## src/sv/hpdf_pkg.sv

```systemverilog
// Shared constants, types and the FNV-1a fold step for the duplicate filter.
`timescale 1ns / 1ps
`default_nettype none

package hpdf_pkg;

    localparam int          CACHE_ENTRIES_DEF = 16;
    localparam logic [31:0] FNV_BASIS         = 32'h811C9DC5;
    localparam logic [31:0] FNV_PRIME         = 32'h01000193;
    localparam logic [31:0] TTL_RESET         = 32'd2000;

    // one finished payload waiting for lookup
    typedef struct packed {
        logic [31:0] hash;
        logic [31:0] now;
    } job_t;

    // front -> job queue write
    typedef struct packed {
        logic valid;
        job_t job;
    } job_req_t;

    // job queue status
    typedef struct packed {
        logic empty;
        logic full;
    } q_stat_t;

    function automatic logic [31:0] fnv_step(input logic [31:0] h, input logic [7:0] b);
        logic [31:0] x;
        x = h ^ {24'd0, b};
        return x * FNV_PRIME;
    endfunction

endpackage

`default_nettype wire

```

## src/sv/hpdf_front.sv

```systemverilog
// Front end: byte intake and running FNV-1a hash, hands finished payloads to the job queue.
`timescale 1ns / 1ps
`default_nettype none

module hpdf_front
(
    input  logic               clk,
    input  logic               rst_n,
    input  logic               push,
    input  logic [7:0]         data_byte,
    input  logic               last_byte,
    input  logic [31:0]        now_ms,
    input  hpdf_pkg::q_stat_t  q_stat,
    output logic               full,
    output hpdf_pkg::job_req_t job_req
);
    import hpdf_pkg::*;

    logic [31:0] running_hash_reg;
    logic [31:0] running_hash_next;
    logic [31:0] folded;
    logic        accept;

    assign full   = q_stat.full;
    assign accept = push & ~full;
    assign folded = fnv_step(running_hash_reg, data_byte);

    always_comb
    begin
        running_hash_next = running_hash_reg;
        if (accept)
        begin
            running_hash_next = last_byte ? FNV_BASIS : folded;
        end
    end

    assign job_req.valid    = accept & last_byte;
    assign job_req.job.hash = folded;
    assign job_req.job.now  = now_ms;

    always_ff @(posedge clk or negedge rst_n)
    begin
        if (!rst_n)
        begin
            running_hash_reg <= FNV_BASIS;
        end
        else
        begin
            running_hash_reg <= running_hash_next;
        end
    end

endmodule

`default_nettype wire

```

## src/sv/hpdf_jobq.sv

```systemverilog
// Two-entry queue of finished payload hashes between front and back.
`timescale 1ns / 1ps
`default_nettype none

module hpdf_jobq
(
    input  logic               clk,
    input  logic               rst_n,
    input  hpdf_pkg::job_req_t wr,
    input  logic               rd,
    output hpdf_pkg::job_t     head,
    output hpdf_pkg::q_stat_t  stat
);
    import hpdf_pkg::*;

    localparam int DEPTH = 2;
    localparam int PTR_W = $clog2(DEPTH);
    localparam int CNT_W = $clog2(DEPTH + 1);

    job_t             slot_reg [DEPTH];
    logic [PTR_W-1:0] wr_ptr_reg;
    logic [PTR_W-1:0] wr_ptr_next;
    logic [PTR_W-1:0] rd_ptr_reg;
    logic [PTR_W-1:0] rd_ptr_next;
    logic [CNT_W-1:0] count_reg;
    logic [CNT_W-1:0] count_next;

    assign head       = slot_reg[rd_ptr_reg];
    assign stat.empty = (count_reg == '0);
    assign stat.full  = (count_reg == CNT_W'(DEPTH));

    always_comb
    begin
        wr_ptr_next = wr_ptr_reg;
        rd_ptr_next = rd_ptr_reg;
        count_next  = count_reg;
        if (wr.valid)
        begin
            wr_ptr_next = wr_ptr_reg + 1'b1;
        end
        if (rd)
        begin
            rd_ptr_next = rd_ptr_reg + 1'b1;
        end
        if (wr.valid && !rd)
        begin
            count_next = count_reg + 1'b1;
        end
        else if (rd && !wr.valid)
        begin
            count_next = count_reg - 1'b1;
        end
    end

    always_ff @(posedge clk or negedge rst_n)
    begin
        if (!rst_n)
        begin
            wr_ptr_reg <= '0;
            rd_ptr_reg <= '0;
            count_reg  <= '0;
        end
        else
        begin
            wr_ptr_reg <= wr_ptr_next;
            rd_ptr_reg <= rd_ptr_next;
            count_reg  <= count_next;
        end
    end

    always_ff @(posedge clk)
    begin
        if (wr.valid)
        begin
            slot_reg[wr_ptr_reg] <= wr.job;
        end
    end

endmodule

`default_nettype wire

```

## src/sv/hpdf_back.sv

```systemverilog
// Back end: ring lookup by sequential scan, FIFO replacement, TTL register and result register.
`timescale 1ns / 1ps
`default_nettype none

module hpdf_back
#(
    parameter int CACHE_ENTRIES = hpdf_pkg::CACHE_ENTRIES_DEF
)
(
    input  logic              clk,
    input  logic              rst_n,
    input  hpdf_pkg::job_t    q_head,
    input  hpdf_pkg::q_stat_t q_stat,
    output logic              q_pop,
    input  logic              cfg_valid,
    output logic              cfg_ready,
    input  logic [31:0]       cfg_data,
    input  logic              pop,
    output logic              empty,
    output logic [31:0]       hash_value,
    output logic              is_duplicate
);
    import hpdf_pkg::*;

    localparam int IDX_W = (CACHE_ENTRIES > 1) ? $clog2(CACHE_ENTRIES) : 1;
    localparam logic [IDX_W-1:0] LAST_IDX = IDX_W'(CACHE_ENTRIES - 1);

    typedef enum logic [3:0] {
        S_IDLE  = 4'b0001,
        S_SCAN  = 4'b0010,
        S_DRAIN = 4'b0100,
        S_DONE  = 4'b1000
    } bk_state_t;

    bk_state_t          state_reg;
    bk_state_t          state_next;
    logic [31:0]        ttl_reg;
    job_t               job_reg;
    logic [IDX_W-1:0]   scan_idx_reg;
    logic [IDX_W-1:0]   scan_idx_next;
    logic [IDX_W-1:0]   head_reg;
    logic [IDX_W-1:0]   head_next;
    logic               hit_reg;
    logic               hit_next;
    logic               cmp_en_reg;
    logic [CACHE_ENTRIES-1:0] ring_valid_reg;
    logic [31:0]        ring_hash_mem [CACHE_ENTRIES];
    logic [31:0]        ring_time_mem [CACHE_ENTRIES];
    logic [31:0]        rd_hash_reg;
    logic [31:0]        rd_time_reg;
    logic               rd_live_reg;
    logic               out_valid_reg;
    logic [31:0]        out_hash_reg;
    logic               out_dup_reg;
    logic [31:0]        age;
    logic               match;
    logic               out_room;
    logic               finish;
    logic               store;

    assign cfg_ready    = 1'b1;
    assign empty        = ~out_valid_reg;
    assign hash_value   = out_hash_reg;
    assign is_duplicate = out_dup_reg;

    // age wraps, so a timestamp from the future reads as a large age and matches only if ttl_reg exceeds it
    assign age      = job_reg.now - rd_time_reg;
    assign match    = cmp_en_reg & rd_live_reg & (rd_hash_reg == job_reg.hash) & (age < ttl_reg);
    assign out_room = ~out_valid_reg | pop;
    assign finish   = (state_reg == S_DONE) & out_room;
    assign store    = finish & ~hit_reg;
    assign q_pop    = (state_reg == S_IDLE) & ~q_stat.empty;

    always_comb
    begin
        state_next    = state_reg;
        scan_idx_next = scan_idx_reg;
        hit_next      = hit_reg | match;
        head_next     = head_reg;
        unique case (state_reg)
            S_IDLE:
            begin
                if (!q_stat.empty)
                begin
                    state_next    = S_SCAN;
                    scan_idx_next = '0;
                    hit_next      = 1'b0;
                end
            end
            S_SCAN:
            begin
                if (scan_idx_reg == LAST_IDX)
                begin
                    state_next = S_DRAIN;
                end
                else
                begin
                    scan_idx_next = scan_idx_reg + 1'b1;
                end
            end
            S_DRAIN:
            begin
                state_next = S_DONE;
            end
            S_DONE:
            begin
                if (out_room)
                begin
                    state_next = S_IDLE;
                end
                if (store)
                begin
                    head_next = (head_reg == LAST_IDX) ? '0 : head_reg + 1'b1;
                end
            end
            default:
            begin
                state_next = S_IDLE;
            end
        endcase
    end

    always_ff @(posedge clk or negedge rst_n)
    begin
        if (!rst_n)
        begin
            state_reg      <= S_IDLE;
            ttl_reg        <= TTL_RESET;
            scan_idx_reg   <= '0;
            head_reg       <= '0;
            hit_reg        <= 1'b0;
            cmp_en_reg     <= 1'b0;
            ring_valid_reg <= '0;
            out_valid_reg  <= 1'b0;
        end
        else
        begin
            state_reg    <= state_next;
            scan_idx_reg <= scan_idx_next;
            head_reg     <= head_next;
            hit_reg      <= hit_next;
            cmp_en_reg   <= (state_reg == S_SCAN);
            if (cfg_valid)
            begin
                ttl_reg <= cfg_data;
            end
            if (store)
            begin
                ring_valid_reg[head_reg] <= 1'b1;
            end
            if (finish)
            begin
                out_valid_reg <= 1'b1;
            end
            else if (pop)
            begin
                out_valid_reg <= 1'b0;
            end
        end
    end

    // job and result payload
    always_ff @(posedge clk)
    begin
        if (q_pop)
        begin
            job_reg <= q_head;
        end
        if (finish)
        begin
            out_hash_reg <= job_reg.hash;
            out_dup_reg  <= hit_reg;
        end
    end

    // ring storage, one read port for the scan and one write port for replacement
    always_ff @(posedge clk)
    begin
        if (store)
        begin
            ring_hash_mem[head_reg] <= job_reg.hash;
            ring_time_mem[head_reg] <= job_reg.now;
        end
        if (state_reg == S_SCAN)
        begin
            rd_hash_reg <= ring_hash_mem[scan_idx_reg];
            rd_time_reg <= ring_time_mem[scan_idx_reg];
            rd_live_reg <= ring_valid_reg[scan_idx_reg];
        end
    end

    a_head_moves_on_store: assert property (@(posedge clk) disable iff (!rst_n)
        (head_reg != $past(head_reg)) |-> $past(state_reg == S_DONE && !hit_reg))
        else $error("ring head moved without a store");

    a_store_sets_valid: assert property (@(posedge clk) disable iff (!rst_n)
        store |=> ring_valid_reg[$past(head_reg)])
        else $error("stored slot not marked valid");

    a_cmp_follows_scan: assert property (@(posedge clk) disable iff (!rst_n)
        cmp_en_reg |-> $past(state_reg == S_SCAN))
        else $error("compare stage active outside a scan");

    a_result_from_done: assert property (@(posedge clk) disable iff (!rst_n)
        $rose(out_valid_reg) |-> $past(state_reg == S_DONE))
        else $error("result appeared without a finished lookup");

endmodule

`default_nettype wire

```

## src/sv/hashed_payload_duplicate_filter_core.sv

```systemverilog
// Top level of the FNV-1a payload duplicate filter.
// Usage:
//   Input queue side: drive data_byte/last_byte/now_ms with push; a byte is taken
//   on a clock edge with push high and full low. now_ms matters only with last_byte.
//   Result queue side: while empty is low, hash_value/is_duplicate hold the oldest
//   result; it is taken on an edge with pop high. One result per payload.
//   Config: ttl_ms is written through cfg_valid/cfg_data (cfg_ready is always high);
//   write it only while no payload is in flight.
// Timing:
//   Ordinary bytes are taken one per cycle while full is low. The final byte queues
//   the payload hash for lookup; the lookup scans the ring one entry per cycle, then
//   goes through a drain state to a done state that fills the result register once
//   it has room. A two-deep job queue lets bytes of following payloads keep
//   arriving meanwhile; full rises only when that queue holds two pending lookups.
// Reset:
//   rst_n clears the running hash to the offset basis, all ring entries to invalid,
//   the ring head to zero and ttl_ms to 2000. No clearing pass is needed.
// Stall:
//   With the result not popped, the back end holds the next finished lookup and
//   stops; the job queue then fills and full stalls the input side.
`timescale 1ns / 1ps
`default_nettype none

module hashed_payload_duplicate_filter_core
#(
    parameter int CACHE_ENTRIES = hpdf_pkg::CACHE_ENTRIES_DEF
)
(
    input  logic        clk,
    input  logic        rst_n,
    input  logic        push,
    output logic        full,
    input  logic [7:0]  data_byte,
    input  logic        last_byte,
    input  logic [31:0] now_ms,
    output logic        empty,
    input  logic        pop,
    output logic [31:0] hash_value,
    output logic        is_duplicate,
    input  logic        cfg_valid,
    output logic        cfg_ready,
    input  logic [31:0] cfg_data
);
    import hpdf_pkg::*;

    job_req_t job_req;
    job_t     q_head;
    q_stat_t  q_stat;
    logic     q_pop;

    hpdf_front u_front
    (
        .clk       (clk),
        .rst_n     (rst_n),
        .push      (push),
        .data_byte (data_byte),
        .last_byte (last_byte),
        .now_ms    (now_ms),
        .q_stat    (q_stat),
        .full      (full),
        .job_req   (job_req)
    );

    hpdf_jobq u_jobq
    (
        .clk   (clk),
        .rst_n (rst_n),
        .wr    (job_req),
        .rd    (q_pop),
        .head  (q_head),
        .stat  (q_stat)
    );

    hpdf_back
    #(
        .CACHE_ENTRIES (CACHE_ENTRIES)
    )
    u_back
    (
        .clk          (clk),
        .rst_n        (rst_n),
        .q_head       (q_head),
        .q_stat       (q_stat),
        .q_pop        (q_pop),
        .cfg_valid    (cfg_valid),
        .cfg_ready    (cfg_ready),
        .cfg_data     (cfg_data),
        .pop          (pop),
        .empty        (empty),
        .hash_value   (hash_value),
        .is_duplicate (is_duplicate)
    );

endmodule

`default_nettype wire
```

## config.mk

```make
export PLATFORM = sky130hd
export DESIGN_NAME = hashed_payload_duplicate_filter_core
export DESIGN_NICKNAME = d
export VERILOG_FILES = /design/src/sv/hpdf_pkg.sv /design/src/sv/hpdf_front.sv /design/src/sv/hpdf_jobq.sv /design/src/sv/hpdf_back.sv /design/src/sv/hashed_payload_duplicate_filter_core.sv
export SDC_FILE = /design/constraint.sdc
export NUM_CORES = 2
export LEC_CHECK = 0
export BUFFER_PORTS_ARGS = -buffer_cell sky130_fd_sc_hd__buf_2
export CAP_MARGIN = 25
export CORE_ASPECT_RATIO = 2
export CORE_MARGIN = 2
export CORE_UTILIZATION = 40
export DETAILED_ROUTE_END_ITERATION = 16
export SLEW_MARGIN = 40
export SYNTH_ARGS = -nofsm -noshare
export SYNTH_HDL_FRONTEND = slang
export SYNTH_SLANG_ARGS = --single-unit
```

## constraint.sdc

```tcl
create_clock -name clk -period 8.2 [get_ports clk]
set_input_delay 0.82 -clock clk [delete_from_list [all_inputs] [get_ports clk]]
set_output_delay 0.82 -clock clk [all_outputs]
set_load 0.005 [all_outputs]
```

* Word level (Yosys, flattened, before mapping) *
Memory sizes are Yosys's and may differ from the RTL's. A register that Yosys moved wholly into a read port is not among the register bits.
Index checks and enable logic that the tools add are counted.

storage, ports and cells
  bits in registers = 133
  memory bits (writable) = 1,152
  bits of input ports = 78
  output and inout bits = 36
  word-level logic and storage cells = 93
  memories = 3

memory list
  name                  depth  bits a word  rd ports  clocked after memory_dff  wr ports  line             source
  u_back.ring_hash_mem  16     32           1         1                         1         hpdf_back.sv:47  logic [31:0] ring_hash_mem [CACHE_ENTRIES];
  u_back.ring_time_mem  16     32           1         1                         1         hpdf_back.sv:48  logic [31:0] ring_time_mem [CACHE_ENTRIES];
  u_jobq.slot_reg       2      64           1         1                         1         hpdf_jobq.sv:20  job_t slot_reg [DEPTH];

operators by class
  $add $sub $neg = 7
  multiply operators = 1
  $lt $le $gt $ge = 4
  eq/ne operators = 12
  mux-type cells = 23
  bitwise operators = 16
  reduce and logical (&&, ||, !) cells = 12

operators with widths
  cell                      count
  $eq A32 B32 Y1            1
  $lt A32 B32 Y1            1
  $mul A32 B25 Y32 const B  1
  $mux W32                  1
  $sub A32 B32 Y32          1
  $xor A32 B8 Y32           1
  $mux W4                   6
  $or A16 B16 Y16           1
  $pmux W4 S4               1
  $eq A4 B4 Y1 const B      3
  $lt A4 B5 Y1 const B      2
  $mux W1                   10
  $add A4 B1 Y4 const B     2
  $and A1 B1 Y1             8
  $pmux W4 S2               1
  $reduce_and A3 Y1         2
  $reduce_bool A2 Y1        3
  $bmux W1 S4               1
  $demux W1 S4              1
  $eq A4 B1 Y1 const B      1
  $eq A4 B2 Y1 const B      1
  $eq A4 B3 Y1 const B      1
  $ge A4 B1 Y1 const B      1
  $mux W2                   2
  12 further kinds          22

* Depth between registers and ports, before layout *
  word-level depth = 8
  depth in mapped cells = 23
  depth with buffers taken out = 23

* Hierarchy *
A second synthesis with hierarchy kept.

second synthesis, totals
  cells, all modules = 3,688
  area, all modules = 61,576.6 sq um

by module, submodules not included
  module      times used  cells each  area an instance (sq um)  seq. area each (sq um)
  hpdf_back   1           2,725       49,298.5                  37,199.4
  hpdf_front  1           748         7,267.0                   818.3
  hpdf_jobq   1           215         5,011.1                   3,943.8

* Worst setup path after synthesis *
OpenSTA, ideal clock, no wires.

  path type = flip-flop to flip-flop
  start = reg u_back.state_reg[1]
  end = reg u_back.scan_idx_reg[0]
  library setup time = 125 ps
  arrival = 8,024 ps
  data required time = 8,075 ps
  path slack = 51 ps
  stages on the path, launching flop included = 6
  path buffers = 0
  period minus slack after synthesis = 8,149 ps
  cells stage by stage = dfrtp_1 > inv_1 > nor4_1 > and2_1 > nor2_1 > mux2_2

on the way
  longest elaborated chain between the ends = 3
  elaborated cells on any way between the ends = 7
  those cells by class = eq/ne (4); mux (1); reduce/logical (2)

ends and longest elaborated chain
  element                                                              line              source
  start: declaration                                                   hpdf_back.sv:35   bk_state_t state_reg;
  start signal: assignment                                             hpdf_back.sv:138  state_reg <= state_next;
  $eq A4 B2 Y1 or $eq A4 B1 Y1 (tied branches)                         hpdf_back.sv:80   unique case (state_reg)
  $ne A2 B2 Y1 (no source line) or $reduce_bool A2 Y1 (tied branches)  --
  $reduce_and A3 Y1 (no source line)                                   --
  end signal: assignment                                               hpdf_back.sv:139  scan_idx_reg <= scan_idx_next;
  end: declaration                                                     hpdf_back.sv:39   logic [IDX_W-1:0] scan_idx_reg;

Parallel ways exist; a longest one is shown, timed or not.
A chain may end at the register's enable or synchronous reset.

==> flow_summary.yaml <==
synthesis:
  yosysWarnings: 0
  synthArstFlopShare_pct: 7.01
  ys_seq_area_share_pct: 68.9
  synth_edf_count: 1314
  synthCells: 3635
  ys.flop_type: "edfxtp_1"
  yosysUniqueCellTypes: 76
  synth.ff_latch_count: 1413
  synth_area_per_cell_um2: 16.7
  syn-cell-area_mm2: 0.0609
  syn_nets: 4039
worst_setup_path:
  worst_r2r_path_depth: 20
  critPathLaunchType: "flop"
  crit_path_max_fanout: 7
  cp-end-kind: "flop"
  crit_family: "adder cells"
  worstSetupPathType: "reg2reg"
  cp_cell_sequence: "xor2_1, ha_1, ha_1, fa_1, ha_1, fa_1, ha_1, inv_1, fa_1, inv_1, ha_1, and3_1, a21boi_0, a41oi_2, nand3_2, a2111oi_4, o31a_1, o21ai_1, xnor2_1, a22o_1"
  required_ns: 8.86
  crit_path_max_incr_delay_ns: 0.60
  slowest_stage: "a2111oi_4"
  crit_top_cell: "ha_1"
  cp.arrival_ns: 6.77
  cp_num_buf_inv: 2
  crit_cells: 20
final_layout:
  final_common_cell: "edfxtp_1"
  multi_input_area_mm2: 0.0175
  fillers: 13128
  synthToLayoutAreaGrowth_pct: 12.0
  seq_area_mm2: 0.0420
  layout.nets: 4211
  drive_above_1_share_pct: 18.5
  layout_common_cells: "edfxtp_1, inv_1, ha_1"
clock_tree:
  postCtsSetupRepairBufs: 0
  path_clk_slew_ns: 0.07
  cts_hold_buffers: 0
  cts_buffers: 120
  clock_latency_ns: 0.74
  cts_buffer_depth: 3
  h-tree-depth: 3
  cts-root-buf: "clkbuf_16"
  cts_resized: 0
  cts_tree: "built"
  cts_num_sinks: 1413
floorplanning:
  rows: 202
  die_w_um: 280
  pin_count: 114
  die_h_um: 556
  initial_utilization_pct: 40.3
  dieArea_mm2: 0.155
  core_region_area_mm2: 0.151
global_route:
  grt_pass1_wl_um: 220000
  grt_pass1_vias: 33645
  gr-usage-all-layers_pct: 19.4
  grt_start_max_net_pins: 113
  antenna_found_initial: 2
  grt_remaining_overflow: 0
placed_design:
  io_buffer_count: 112
  gp_congestion: 0.841
  dpl.hpwl_um: 89600
timing:
  fmax_mhz: 164
  final-hold-violation-count: 0
  slew_headroom_pct: 43.0
  min_period_ns: 6.11
  grt_setup_unrepaired: "false"
  finClkSkew_ns: 0.0355
  setup_tns_ns: 0
  worstMarginPinSlew_ns: 0.855
  fin_crit_sh_pct: 74.5
  final_max_slew_viol_count: 0
  setup_violations: 0
drt:
  routed_wl_um: 152000
  vias: 32081
  antenna_left: 0
  drt_iter0_markers: 2191
  drtPass1Iterations: 7
  drc: 0
  routedWlPerCell_um: 26.0
  viasPerCell: 5.48
min_path:
  hold_path_class: "in2async"
flow_run:
  maxCapViolations: 0
status:
  outcome: "completed"
-- path summary, 6_finish.rpt --
| check | startpoint | to | slack (ns) |
|---|---|---|---|
| max in group asynchronous | rst_n | u_back.scan_idx_reg[3] | 6.81 |
| worst max register to register | u_front.running_hash_reg[0] | u_front.running_hash_reg[29] | 2.09 |
| worst min-delay path | rst_n | u_back.ttl_reg[3] | 0.13 |
| worst min register to register | u_back.ring_valid_reg[3] | u_back.ring_valid_reg[3] | 0.46 |
| min in group clk | now_ms[15] | u_jobq.slot_reg[1][15] | 0.28 |
| worst max-delay path | u_front.running_hash_reg[0] | u_front.running_hash_reg[29] | 2.09 |
-- cells by family after synthesis --
logic type      count (synthesis)  share of synthesized area (%)
compound gates                565                           6.04
xor+xnor                      119                           1.71
fa+ha+maj                     326                           7.63
buf+inv                       400                           2.50
flops                        1413                           68.9
mux                           456                           10.4
other cells                     1                        0.00616
simple gates                  355                           2.73
-- synth_stat cells, types with 17 or more instances --
| library cell | count | area [um2] |
|---|---|---|
| a22oi_1 | 65 | 488 |
| nor2_1 | 74 | 278 |
| a21o_1 | 27 | 203 |
| mux2_2 | 131 | 1480 |
| dfrtp_1 | 78 | 1950 |
| inv_1 | 265 | 995 |
| mux4_2 | 130 | 2930 |
| nand3_1 | 25 | 125 |
| nor3_1 | 17 | 85.1 |
| xor2_1 | 67 | 587 |
| fa_1 | 75 | 1500 |
| xnor2_1 | 52 | 455 |
| or2_2 | 17 | 106 |
| o21a_1 | 17 | 128 |
| mux2i_1 | 195 | 1950 |
| a221oi_1 | 66 | 578 |
| ha_1 | 251 | 3140 |
| buf_1 | 27 | 101 |
| edfxtp_1 | 1314 | 39500 |
| dfstp_2 | 21 | 552 |
| clkbuf_1 | 95 | 357 |
| nand2_1 | 146 | 548 |
| o21ai_0 | 193 | 966 |
| a21oi_1 | 119 | 596 |
-- per-layer routing --
layer / vias up / track usage [%] / wire length (um)
met5: - / 0 / 0
met4: 0 / 7.40 / 5580
met3: 236 / 1.76 / 5800
met2: 811 / 36.7 / 82800
met1: 16761 / 22.4 / 57800
li1: 14273 / - / -
-- stage by stage --
stage          worst slack, ns  utilization [%]  hold WS (ns)  std cells  instance area [um2]
4_1_cts                   2.03             45.1        0.0940       5845                68100
6_report                  2.09             45.1         0.126       5849                68200
5_1_grt                   1.78             45.1         0.139       5848                68200
2_1_floorplan           0.0507                -         0.428       3635                60900
3_3_place_gp              1.64             42.4         0.446       5618                64000
3_5_place_dp              1.59             42.4         0.448       5621                64100
-- cell type report --
cell class | instances | share of cell area, %
clock buffer | 142 | 4.59
inverter | 265 | 1.46
timing repair buffer | 185 | 1.79
tap | 1938 | 3.56
antenna | 2 | 0.00734
clock inverter | 82 | 1.29
multi-input combinational | 1822 | 25.7
sequential | 1413 | 61.6
Power is left out: the tool's default activity adds up to more than one toggle a clock period on the data nets, which glitch-free logic cannot reach.
